File: src/rtl/hbc_pkg.sv
`timescale 1ns / 1ps
// ----------------------------------------------------------------------------
// hbc_pkg
// Shared codes and controller/datapath interface types of the buffer cache
// tag store.
// ----------------------------------------------------------------------------
package hbc_pkg;

  // request codes
  localparam logic [1:0] CMD_GET     = 2'd0;
  localparam logic [1:0] CMD_RELEASE = 2'd1;
  localparam logic [1:0] CMD_PIN     = 2'd2;
  localparam logic [1:0] CMD_UNPIN   = 2'd3;

  // result status codes
  localparam logic [1:0] STAT_OK        = 2'd0;
  localparam logic [1:0] STAT_NO_FREE   = 2'd1;
  localparam logic [1:0] STAT_UNDERFLOW = 2'd2;

  // reference count limits
  localparam logic [5:0] COUNT_MAX = 6'd63;
  localparam logic [5:0] COUNT_ONE = 6'd1;

  // bits of the block number folded into the bucket remainder
  localparam int BLOCK_BITS = 32;

  typedef enum logic [3:0] {
    ST_CLEAR,
    ST_IDLE,
    ST_MOD,
    ST_SCAN,
    ST_EVAL,
    ST_FETCH,
    ST_ENTRY,
    ST_SWEEP,
    ST_RESP
  } hbc_state_t;

  // controller to datapath
  typedef struct packed {
    logic load;
    logic cnt_clr;
    logic clear_wr;
    logic mod_step;
    logic scan_step;
    logic eval_get;
    logic fetch;
    logic eval_entry;
    logic sweep_step;
  } hbc_cmd_t;

  // datapath to controller
  typedef struct packed {
    logic in_get;
    logic in_idx_ok;
    logic clear_done;
    logic mod_done;
    logic scan_done;
    logic need_sweep;
  } hbc_stat_t;

endpackage

File: src/rtl/hashed_buffer_cache_tags.sv
`timescale 1ns / 1ps
// ----------------------------------------------------------------------------
// hashed_buffer_cache_tags
// Tag store of a hashed LRU disk buffer cache: get, release, pin and unpin.
// ----------------------------------------------------------------------------
// A request is taken when start is high and busy is low; its single result
// appears on the out_ ports for one cycle with out_valid and cannot be held
// off. After reset the block runs a clearing pass over all NUM_BUFFERS
// entries with busy high. A get folds the block number into its bucket, one
// byte a cycle, then scans the entry memory one entry a cycle for a hit and
// a victim, and on a miss that finds a victim runs a rank sweep. Release,
// pin and unpin sweep the ranks only when a release frees the entry. The
// entry memory has a single read port.
module hashed_buffer_cache_tags #(
  parameter int NUM_BUFFERS = 32,
  parameter int NUM_BUCKETS = 13
) (
  input  logic        clk,
  input  logic        rst_n,
  input  logic        start,
  output logic        busy,
  input  logic [1:0]  in_command,
  input  logic [7:0]  in_device_id,
  input  logic [31:0] in_block_number,
  input  logic [4:0]  in_entry_index,
  output logic        out_valid,
  output logic [4:0]  out_entry_out,
  output logic        out_hit,
  output logic        out_need_read,
  output logic [1:0]  out_status
);

  hbc_pkg::hbc_cmd_t  cmd;
  hbc_pkg::hbc_stat_t stat;

  // sequencer
  hbc_ctrl u_ctrl (
    .clk       (clk),
    .rst_n     (rst_n),
    .start     (start),
    .busy      (busy),
    .out_valid (out_valid),
    .stat      (stat),
    .cmd       (cmd)
  );

  // entry store and arithmetic
  hbc_datapath #(
    .NUM_BUFFERS (NUM_BUFFERS),
    .NUM_BUCKETS (NUM_BUCKETS)
  ) u_dp (
    .clk             (clk),
    .rst_n           (rst_n),
    .cmd             (cmd),
    .stat            (stat),
    .in_command      (in_command),
    .in_device_id    (in_device_id),
    .in_block_number (in_block_number),
    .in_entry_index  (in_entry_index),
    .out_entry_out   (out_entry_out),
    .out_hit         (out_hit),
    .out_need_read   (out_need_read),
    .out_status      (out_status)
  );

endmodule

File: src/rtl/hbc_ram.sv
`timescale 1ns / 1ps
// ----------------------------------------------------------------------------
// hbc_ram
// Generic memory, one write port and one read port with registered read data.
// ----------------------------------------------------------------------------
module hbc_ram #(
  parameter int WIDTH = 8,
  parameter int DEPTH = 32
) (
  input  logic                     clk,
  input  logic                     we,
  input  logic [$clog2(DEPTH)-1:0] waddr,
  input  logic [WIDTH-1:0]         wdata,
  input  logic [$clog2(DEPTH)-1:0] raddr,
  output logic [WIDTH-1:0]         rdata
);

  logic [WIDTH-1:0] mem [DEPTH];

  // write and registered read
  always_ff @(posedge clk) begin
    if (we) begin
      mem[waddr] <= wdata;
    end
    rdata <= mem[raddr];
  end

endmodule

File: src/rtl/hbc_datapath.sv
`timescale 1ns / 1ps
// ----------------------------------------------------------------------------
// hbc_datapath
// Entry store, bucket remainder unit, hit and victim scan, rank sweep and
// result registers.
// ----------------------------------------------------------------------------
module hbc_datapath #(
  parameter int NUM_BUFFERS = 32,
  parameter int NUM_BUCKETS = 13
) (
  input  logic               clk,
  input  logic               rst_n,
  input  hbc_pkg::hbc_cmd_t  cmd,
  output hbc_pkg::hbc_stat_t stat,
  input  logic [1:0]         in_command,
  input  logic [7:0]         in_device_id,
  input  logic [31:0]        in_block_number,
  input  logic [4:0]         in_entry_index,
  output logic [4:0]         out_entry_out,
  output logic               out_hit,
  output logic               out_need_read,
  output logic [1:0]         out_status
);

  localparam int AW  = $clog2(NUM_BUFFERS);
  localparam int BW  = $clog2(NUM_BUCKETS + 1);
  localparam int MW  = BW + 1;
  localparam int CW  = $clog2((NUM_BUFFERS > 32 ? NUM_BUFFERS : 32) + 1);
  localparam int DW  = 8 + 32 + 1 + 6 + BW + AW;
  // field offsets inside one stored entry
  localparam int O_RANK  = 0;
  localparam int O_BKT   = AW;
  localparam int O_CNT   = AW + BW;
  localparam int O_VALID = AW + BW + 6;
  localparam int O_BLK   = AW + BW + 7;
  localparam int O_DEV   = AW + BW + 39;
  localparam logic [AW-1:0] RANK_TOP  = AW'(NUM_BUFFERS - 1);
  localparam logic [CW-1:0] CNT_N     = CW'(NUM_BUFFERS);
  localparam logic [CW-1:0] CNT_LASTE = CW'(NUM_BUFFERS - 1);
  localparam logic [CW-1:0] CNT_MODE  = CW'(hbc_pkg::BLOCK_BITS / 8 - 1);
  localparam logic [MW-1:0] BKT_M     = MW'(NUM_BUCKETS);
  // byte fold of the remainder: x = rem * 256 + byte, x mod M by reciprocal
  localparam int XW  = BW + 8;
  localparam int SH  = XW + BW;
  localparam int RW  = SH + 1;
  localparam int PW  = XW + SH;
  localparam longint RECIP_L = ((longint'(1) << SH) + longint'(NUM_BUCKETS) - longint'(1)) /
                               longint'(NUM_BUCKETS);
  localparam logic [RW-1:0] RECIP = RW'(RECIP_L);
  localparam logic [XW-1:0] BKT_X = XW'(NUM_BUCKETS);

  // request registers
  logic [1:0]    cmd_r;
  logic [7:0]    dev_r;
  logic [31:0]   blk_r;
  logic [4:0]    idx_r;
  logic [31:0]   mod_sh_r;
  logic [MW-1:0] rem_r, rem_nxt;
  logic [CW-1:0] cnt_r;

  // scan and sweep pipeline
  logic          scan_v_r, sweep_v_r;
  logic [AW-1:0] pipe_idx_r;

  // best hit and victim
  logic          hit_found_r;
  logic [AW-1:0] hit_idx_r, hit_rank_r;
  logic [5:0]    hit_cnt_r;
  logic          hit_valid_r;
  logic          vic_found_r;
  logic [AW-1:0] vic_idx_r, vic_rank_r;
  logic [BW-1:0] vic_k_r;

  // sweep target
  logic [AW-1:0] tgt_idx_r, old_rank_r;
  logic [DW-1:0] tgt_rec_r;

  // results
  logic [4:0]    res_entry_r;
  logic          res_hit_r, res_need_r;
  logic [1:0]    res_status_r;

  // memory ports
  logic          we;
  logic [AW-1:0] waddr, raddr;
  logic [DW-1:0] wdata, rdata;

  hbc_ram #(.WIDTH(DW), .DEPTH(NUM_BUFFERS)) u_ram (
    .clk   (clk),
    .we    (we),
    .waddr (waddr),
    .wdata (wdata),
    .raddr (raddr),
    .rdata (rdata)
  );

  // fields of the entry read last cycle
  logic [7:0]    rd_dev;
  logic [31:0]   rd_blk;
  logic          rd_valid;
  logic [5:0]    rd_cnt;
  logic [BW-1:0] rd_bkt;
  logic [AW-1:0] rd_rank;
  assign rd_dev   = rdata[O_DEV +: 8];
  assign rd_blk   = rdata[O_BLK +: 32];
  assign rd_valid = rdata[O_VALID];
  assign rd_cnt   = rdata[O_CNT +: 6];
  assign rd_bkt   = rdata[O_BKT +: BW];
  assign rd_rank  = rdata[O_RANK +: AW];

  logic [BW-1:0] home;
  assign home = rem_r[BW-1:0];

  logic [8:0]    idx9, in_idx9;
  logic [AW-1:0] idx_a;
  logic [4:0]    hit_idx5, vic_idx5;
  assign idx9      = {4'b0, idx_r};
  assign in_idx9   = {4'b0, in_entry_index};
  assign idx_a     = idx9[AW-1:0];
  assign hit_idx5  = 5'(9'(hit_idx_r));
  assign vic_idx5  = 5'(9'(vic_idx_r));

  logic cnt_lt_n;
  assign cnt_lt_n = cnt_r < CNT_N;

  // bucket order of the scanned entry, home bucket last
  logic [MW-1:0] kdiff;
  logic [BW-1:0] kval;
  always_comb begin
    kdiff = MW'(rd_bkt) + BKT_M - MW'(home);
    if (kdiff >= BKT_M) begin
      kdiff = kdiff - BKT_M;
    end
    kval = (kdiff == '0) ? BKT_M[BW-1:0] : kdiff[BW-1:0];
  end

  logic hit_take, vic_take;
  assign hit_take = scan_v_r && rd_bkt == home && rd_dev == dev_r && rd_blk == blk_r &&
                    (!hit_found_r || rd_rank > hit_rank_r);
  assign vic_take = scan_v_r && rd_cnt == '0 &&
                    (!vic_found_r || kval < vic_k_r ||
                     (kval == vic_k_r && rd_rank < vic_rank_r));

  // remainder step, one block byte per cycle
  logic [XW-1:0] mod_x, mod_q, mod_qm, mod_d;
  logic [PW-1:0] mod_prod;
  always_comb begin
    mod_x    = {home, mod_sh_r[31:24]};
    mod_prod = PW'(mod_x) * PW'(RECIP);
    mod_q    = mod_prod[SH +: XW];
    mod_qm   = mod_q * BKT_X;
    mod_d    = mod_x - mod_qm;
    rem_nxt  = {1'b0, mod_d[BW-1:0]};
  end

  // status to the controller
  logic [5:0] ent_cnt_inc;
  assign ent_cnt_inc = (rd_cnt < hbc_pkg::COUNT_MAX) ? rd_cnt + 6'd1 : rd_cnt;
  always_comb begin
    stat.in_get     = in_command == hbc_pkg::CMD_GET;
    stat.in_idx_ok  = in_idx9 < 9'(NUM_BUFFERS);
    stat.clear_done = cnt_r == CNT_LASTE;
    stat.mod_done   = cnt_r == CNT_MODE;
    stat.scan_done  = cnt_r == CNT_N;
    stat.need_sweep = (cmd.eval_get && !hit_found_r && vic_found_r) ||
                      (cmd.eval_entry && cmd_r == hbc_pkg::CMD_RELEASE &&
                       rd_cnt == hbc_pkg::COUNT_ONE);
  end

  // memory access selection
  always_comb begin
    we    = 1'b0;
    waddr = pipe_idx_r;
    wdata = rdata;
    raddr = cnt_r[AW-1:0];
    if (cmd.fetch) begin
      raddr = idx_a;
    end
    if (cmd.clear_wr) begin
      we    = 1'b1;
      waddr = cnt_r[AW-1:0];
      wdata = {8'd0, 32'd0, 1'b0, 6'd0, {BW{1'b0}}, cnt_r[AW-1:0]};
    end else if (cmd.eval_get && hit_found_r) begin
      we    = 1'b1;
      waddr = hit_idx_r;
      wdata = {dev_r, blk_r, 1'b1,
               (hit_cnt_r < hbc_pkg::COUNT_MAX) ? hit_cnt_r + 6'd1 : hit_cnt_r,
               home, hit_rank_r};
    end else if (cmd.eval_entry) begin
      waddr = idx_a;
      if (cmd_r == hbc_pkg::CMD_PIN) begin
        we    = 1'b1;
        wdata = {rd_dev, rd_blk, rd_valid, ent_cnt_inc, rd_bkt, rd_rank};
      end else if (rd_cnt != '0 && !stat.need_sweep) begin
        we    = 1'b1;
        wdata = {rd_dev, rd_blk, rd_valid, rd_cnt - 6'd1, rd_bkt, rd_rank};
      end
    end else if (sweep_v_r) begin
      if (pipe_idx_r == tgt_idx_r) begin
        we    = 1'b1;
        wdata = tgt_rec_r;
      end else if (rd_rank > old_rank_r) begin
        we    = 1'b1;
        wdata = {rd_dev, rd_blk, rd_valid, rd_cnt, rd_bkt, rd_rank - AW'(1)};
      end
    end
  end

  // step counter and pipeline flags
  always_ff @(posedge clk) begin
    if (!rst_n) begin
      cnt_r     <= '0;
      scan_v_r  <= 1'b0;
      sweep_v_r <= 1'b0;
    end else begin
      if (cmd.cnt_clr) begin
        cnt_r <= '0;
      end else if (cmd.clear_wr || cmd.mod_step || cmd.scan_step || cmd.sweep_step) begin
        cnt_r <= cnt_r + CW'(1);
      end
      scan_v_r  <= cmd.scan_step && cnt_lt_n;
      sweep_v_r <= cmd.sweep_step && cnt_lt_n;
    end
  end

  // request, scan, target and result registers
  always_ff @(posedge clk) begin
    pipe_idx_r <= cnt_r[AW-1:0];
    if (cmd.load) begin
      cmd_r        <= in_command;
      dev_r        <= in_device_id;
      blk_r        <= in_block_number;
      mod_sh_r     <= in_block_number;
      idx_r        <= in_entry_index;
      rem_r        <= '0;
      hit_found_r  <= 1'b0;
      vic_found_r  <= 1'b0;
      res_entry_r  <= in_entry_index;
      res_hit_r    <= 1'b0;
      res_need_r   <= 1'b0;
      res_status_r <= hbc_pkg::STAT_OK;
    end
    if (cmd.mod_step) begin
      rem_r    <= rem_nxt;
      mod_sh_r <= {mod_sh_r[23:0], 8'd0};
    end
    if (hit_take) begin
      hit_found_r <= 1'b1;
      hit_idx_r   <= pipe_idx_r;
      hit_rank_r  <= rd_rank;
      hit_cnt_r   <= rd_cnt;
      hit_valid_r <= rd_valid;
    end
    if (vic_take) begin
      vic_found_r <= 1'b1;
      vic_idx_r   <= pipe_idx_r;
      vic_rank_r  <= rd_rank;
      vic_k_r     <= kval;
    end
    // get decision
    if (cmd.eval_get) begin
      if (hit_found_r) begin
        res_entry_r <= hit_idx5;
        res_hit_r   <= 1'b1;
        res_need_r  <= !hit_valid_r;
      end else if (vic_found_r) begin
        res_entry_r <= vic_idx5;
        res_need_r  <= 1'b1;
        tgt_idx_r   <= vic_idx_r;
        old_rank_r  <= vic_rank_r;
        tgt_rec_r   <= {dev_r, blk_r, 1'b1, hbc_pkg::COUNT_ONE, home, RANK_TOP};
      end else begin
        res_entry_r  <= 5'd0;
        res_status_r <= hbc_pkg::STAT_NO_FREE;
      end
    end
    // release, pin, unpin decision
    if (cmd.eval_entry) begin
      if (cmd_r != hbc_pkg::CMD_PIN && rd_cnt == '0) begin
        res_status_r <= hbc_pkg::STAT_UNDERFLOW;
      end
      tgt_idx_r  <= idx_a;
      old_rank_r <= rd_rank;
      tgt_rec_r  <= {rd_dev, rd_blk, rd_valid, 6'd0, rd_bkt, RANK_TOP};
    end
  end

  assign out_entry_out = res_entry_r;
  assign out_hit       = res_hit_r;
  assign out_need_read = res_need_r;
  assign out_status    = res_status_r;

endmodule

File: src/rtl/hbc_ctrl.sv
`timescale 1ns / 1ps
// ----------------------------------------------------------------------------
// hbc_ctrl
// Sequencer of the tag store: clearing pass, remainder, scan, decision,
// rank sweep and result strobe.
// ----------------------------------------------------------------------------
module hbc_ctrl (
  input  logic               clk,
  input  logic               rst_n,
  input  logic               start,
  output logic               busy,
  output logic               out_valid,
  input  hbc_pkg::hbc_stat_t stat,
  output hbc_pkg::hbc_cmd_t  cmd
);

  hbc_pkg::hbc_state_t state_r, state_nxt;

  // state register
  always_ff @(posedge clk) begin
    if (!rst_n) begin
      state_r <= hbc_pkg::ST_CLEAR;
    end else begin
      state_r <= state_nxt;
    end
  end

  // next state and commands
  always_comb begin
    state_nxt = state_r;
    cmd       = '0;
    case (state_r)
      hbc_pkg::ST_CLEAR: begin
        cmd.clear_wr = 1'b1;
        if (stat.clear_done) begin
          cmd.clear_wr = 1'b1;
          state_nxt    = hbc_pkg::ST_IDLE;
        end
      end
      hbc_pkg::ST_IDLE: begin
        if (start) begin
          cmd.load    = 1'b1;
          cmd.cnt_clr = 1'b1;
          if (stat.in_get) begin
            state_nxt = hbc_pkg::ST_MOD;
          end else if (stat.in_idx_ok) begin
            state_nxt = hbc_pkg::ST_FETCH;
          end else begin
            state_nxt = hbc_pkg::ST_RESP;
          end
        end
      end
      hbc_pkg::ST_MOD: begin
        cmd.mod_step = 1'b1;
        if (stat.mod_done) begin
          cmd.mod_step = 1'b1;
          cmd.cnt_clr  = 1'b1;
          state_nxt    = hbc_pkg::ST_SCAN;
        end
      end
      hbc_pkg::ST_SCAN: begin
        cmd.scan_step = 1'b1;
        if (stat.scan_done) begin
          cmd.cnt_clr = 1'b1;
          state_nxt   = hbc_pkg::ST_EVAL;
        end
      end
      hbc_pkg::ST_EVAL: begin
        cmd.eval_get = 1'b1;
        state_nxt    = stat.need_sweep ? hbc_pkg::ST_SWEEP : hbc_pkg::ST_RESP;
      end
      hbc_pkg::ST_FETCH: begin
        cmd.fetch = 1'b1;
        state_nxt = hbc_pkg::ST_ENTRY;
      end
      hbc_pkg::ST_ENTRY: begin
        cmd.eval_entry = 1'b1;
        state_nxt      = stat.need_sweep ? hbc_pkg::ST_SWEEP : hbc_pkg::ST_RESP;
      end
      hbc_pkg::ST_SWEEP: begin
        cmd.sweep_step = 1'b1;
        if (stat.scan_done) begin
          state_nxt = hbc_pkg::ST_RESP;
        end
      end
      hbc_pkg::ST_RESP: begin
        state_nxt = hbc_pkg::ST_IDLE;
      end
      default: begin
        state_nxt = hbc_pkg::ST_IDLE;
      end
    endcase
  end

  assign busy      = state_r != hbc_pkg::ST_IDLE;
  assign out_valid = state_r == hbc_pkg::ST_RESP;

`ifndef SYNTHESIS
  // a result strobe never comes two in a row and is followed by idle
  a_one_strobe: assert property (@(posedge clk) disable iff (!rst_n)
    out_valid |=> !out_valid && !busy)
    else $error("result strobe repeated");

  // an accepted item makes the block busy
  a_accept_busy: assert property (@(posedge clk) disable iff (!rst_n)
    start && !busy |=> busy)
    else $error("item accepted without going busy");

  // a sweep is entered only from a decision state
  a_sweep_entry: assert property (@(posedge clk) disable iff (!rst_n)
    state_r == hbc_pkg::ST_SWEEP && $past(state_r) != hbc_pkg::ST_SWEEP |->
    $past(state_r) == hbc_pkg::ST_EVAL || $past(state_r) == hbc_pkg::ST_ENTRY)
    else $error("sweep entered from a wrong state");
`endif

endmodule
File: config.mk
export PLATFORM = sky130hd
export DESIGN_NAME = hashed_buffer_cache_tags
export DESIGN_NICKNAME = d
export VERILOG_FILES = /design/src/rtl/hbc_pkg.sv /design/src/rtl/hashed_buffer_cache_tags.sv /design/src/rtl/hbc_ram.sv /design/src/rtl/hbc_datapath.sv /design/src/rtl/hbc_ctrl.sv
export SDC_FILE = /design/constraint.sdc
export NUM_CORES = 2
export LEC_CHECK = 0
export BUFFER_PORTS_ARGS = -buffer_cell sky130_fd_sc_hd__buf_4
export CORE_ASPECT_RATIO = 0.6
export CORE_MARGIN = 2
export CORE_UTILIZATION = 40
export DETAILED_ROUTE_END_ITERATION = 10
export SKIP_CTS_REPAIR_TIMING = 1
export SYNTH_ARGS = -nofsm -noshare
export SYNTH_HDL_FRONTEND = slang
export SYNTH_HIERARCHICAL = 1
export SYNTH_SLANG_ARGS = --single-unit
File: constraint.sdc
create_clock -name clk -period 8 [get_ports clk]
set_input_delay 1.6 -clock clk [delete_from_list [all_inputs] [get_ports clk]]
set_output_delay 1.6 -clock clk [all_outputs]
set_load 0.02 [all_outputs]
==> results.py <==
metrics = {
    "routing": {
        "drt-wirelength-per-cell_um": 27.6,
        "wl_met3_um": 19900,
        "routed_wl_um": 228000,
        "met1_length_um": 110000,
        "maxUsedRoutingLayer": "met4",
        "drc": 0,
        "firstDrtPassIters": 6,
        "drt_iter0_drc": 5867,
        "vias": 46900,
        "viasPerCell": 5.68,
        "ant_nets": 0,
        "met2_length_um": 94000,
    },
    "sta": {
        "fmax_mhz": 140,
        "maxSlewHeadroom_pct": -7.58,
        "fin_crit_sh_pct": 89.0,
        "hold_viol_final": 0,
        "drv_slew": 9,
        "rsz0062_at_grt": "false",
        "tns_ns": 0,
        "layout_min_cycle_time_ns": 7.12,
        "setup_viol": 0,
        "fin_skew_ns": 0.0726,
        "worstMarginPinSlew_ns": 1.60,
    },
    "power_and_ir_drop": {
        "pwr-share-comb_pct": 7.3,
        "irDropWorstVdd_v": 0.000207,
        "static-leakage-power_nw": 30.7,
        "swShare_pct": 22.7,
        "switchingPower_mw": 5.09,
        "seqPwrFrac_pct": 53.3,
        "power.share.clock_pct": 39.4,
        "p_int_mw": 17.3,
        "power_density_nw_per_um2": 237,
    },
    "global_routing": {
        "grt_pass1_vias": 44000,
        "grt_antenna_before_repair": 4,
        "grt_pass1_wl_um": 323000,
        "grt_max_degree": 120,
        "grt_overflow": 0,
        "grt_use_total_pct": 20.8,
    },
    "synth": {
        "synth_area_per_cell_um2": 16.0,
        "async_flop_share_pct": 0,
        "synth-main-ff-cell": "edfxtp_1",
        "synth_seq_cells": 2046,
        "synth_warnings": 6,
        "syn-cell-area_um2": 83900,
        "seq_area_frac_synth_pct": 72.2,
        "synth_cell_type_count": 74,
        "synth_edf_count": 1958,
        "postSynthCellCount": 5233,
        "syn_nets": 5422,
    },
    "cells_and_area": {
        "final_cell_mix": "edfxtp_1, mux2i_1, nand2_1",
        "drive_above_1_share_pct": 10.9,
        "regArea_um2": 60600,
        "fill_cells": 18100,
        "area_delta_synth_final_pct": 12.6,
        "finalNetCount": 5532,
        "final_area_um2": 94400,
        "final_util_pct": 45.2,
        "mostFrequentLayoutCell": "edfxtp_1",
        "multi_input_area_um2": 22200,
    },
    "placed_design": {
        "globalplace.congestion": 0.813,
        "dpl.hpwl_um": 129000,
        "placement.io_buffers": 60,
        "dpl_cell_area_um2": 88500,
    },
    "critical_path": {
        "required_ns": 8.55,
        "path_class": "flip-flop to flip-flop",
        "critPathLaunchType": "flip-flop",
        "endpoint_kind": "flip-flop",
        "critPathArrivalTime_ns": 7.68,
        "cp_max_fo": 8,
    },
    "clock_tree": {
        "cts_max_path_buffers": 4,
        "cts.sinks": 2046,
        "cts_max_level": 4,
        "cts_tree": "built",
        "cts_root_buffer": "clkbuf_16",
        "cts_buffers": 184,
        "clkLatencyLatePin_ns": 0.81,
        "path_clk_slew_ns": 0.07,
    },
    "worst_hold_path": {
        "hp-class": "flip-flop to flip-flop",
    },
    "die": {
        "row_count": 130,
        "initial_core_util_pct": 40.2,
        "design.portCount": 61,
        "die_y_um": 359,
        "coreArea_um2": 209000,
        "die_w_um": 595,
        "die_area_um2": 213000,
    },
    "job": {
        "maxCapViolations": 1,
    },
    "run_status": {
        "violations": "capacitance limit, slew limit",
        "status": "finished with violations",
    },
}
-- cells by family after synthesis --
group | after synthesis | share of synthesized area [%]
other | 1 | 0.00447
buffers and inverters | 417 | 2.61
flip-flops | 2046 | 72.2
multiplexers | 923 | 11.0
adder cells (fa/ha/maj) | 139 | 2.46
AO/OA/AOI/OAI | 760 | 6.21
XOR/XNOR | 77 | 0.829
AND/OR/NAND/NOR | 870 | 4.66
-- power by group through the flow --
stage	Clock, mW	Sequential, mW	Combinational, mW
final	8.82	11.9	1.63
after global routing	9.37	12.0	1.73
after CTS	8.95	11.9	1.62
after detailed placement	0	12.2	1.61
after global placement	0	12.2	1.60
after floorplan	0	12.1	1.06
-- flip-flops by register name, summed over array words and instances (netlist names), 5 cells and up --
register and count:
u_dp/blk_r 32, u_dp/cnt_r 6, u_dp/dev_r 8, u_dp/hit_cnt_r 6
u_dp/hit_idx5 5, u_dp/hit_rank_r 5, u_dp/idx_a 5, u_dp/mod_sh_r 32
u_dp/old_rank_r 5, u_dp/out_entry_out 5, u_dp/pipe_idx_r 5, u_dp/tgt_idx_r 5
u_dp/tgt_rec_r 46, u_dp/u_ram/mem 1792, u_dp/u_ram/rdata 56, u_dp/vic_idx5 5
u_dp/vic_rank_r 5
-- per-layer routing --
metal	up-vias	global-route usage, %
met5	-	0
met4	0	3.57
met3	252	3.85
met2	2032	29.1
met1	24200	33.5
li1	20400	-
-- final timing paths --
kind,start,end,slack (ns),depth (start not counted)
worst min register to register,u_dp/cnt_r[1],u_dp/pipe_idx_r[1],0.45,0
worst max register to register,u_dp/rem_r[0],u_dp/rem_r[3],0.88,25
worst min-delay path,u_dp/cnt_r[1],u_dp/pipe_idx_r[1],0.45,0
worst max-delay path,u_dp/rem_r[0],u_dp/rem_r[3],0.88,25
-- cells in the mapped netlist (12+ instances only) --
library cell  number  area, µm²
a31oi_1           60        375
a21oi_1          202       1010
nor4_1            12       75.1
a21o_1            12       90.1
buf_1             14       52.6
nor2_1           129        484
nand4_1           12       75.1
mux2i_1          913       9140
xnor2_1           30        263
nor3_1            67        335
buf_6             35        394
buf_4             51        383
o21ai_0           84        420
nand2b_1          15       93.8
buf_2             44        220
nand2_1          384       1440
dfxtp_1           88       1760
xor2_1            45        394
a22o_1           135       1180
ha_1              96       1200
a22oi_1          174       1310
a311oi_1          46        403
nand3_1          188        941
inv_1            126        473
fa_1              43        861
edfxtp_1        1958      58800
clkbuf_1         137        514
-- per-stage QoR --
step | setup slack (ns) | cells | hold WS, ns | power, mW
after floorplan | 1.29 | 5233 | 0.329 | 13.2
after global placement | 0.840 | 7928 | 0.428 | 13.8
after detailed placement | 0.940 | 7928 | 0.438 | 13.8
after CTS | 0.878 | 8257 | 0.451 | 22.5
after global routing | 0.458 | 8258 | 0.461 | 23.1
final | 0.878 | 8260 | 0.451 | 22.4
-- critical path, cell delays in order, from the launching register on --
cell and delay (ns):
edfxtp_1 0.62, ha_1 0.41, fa_1 0.50, inv_1 0.05, fa_1 0.47, inv_1 0.06
fa_1 0.54, inv_1 0.06, fa_1 0.54, inv_1 0.05, ha_1 0.28, and3_1 0.20
a221o_1 0.36, a21oi_4 0.28, xnor2_1 0.25, ha_1 0.32, xnor2_1 0.14, xnor2_1 0.21
inv_1 0.07, ha_1 0.17, nor2_1 0.21, o21ai_0 0.17, xnor2_1 0.21, xnor2_1 0.14
xnor3_1 0.40, and2_1 0.16
-- final cells by class --
class                      instances  share of cell area [%]
antenna                            2                 0.00530
timing repair buffer             215                    2.00
inverter                         126                   0.501
clock buffer                     259                    5.46
multi-input combinational       2770                    23.5
sequential                      2046                    64.1
tap                             2772                    3.67
clock inverter                    70                   0.746
Power figures use the tool's default switching activity.
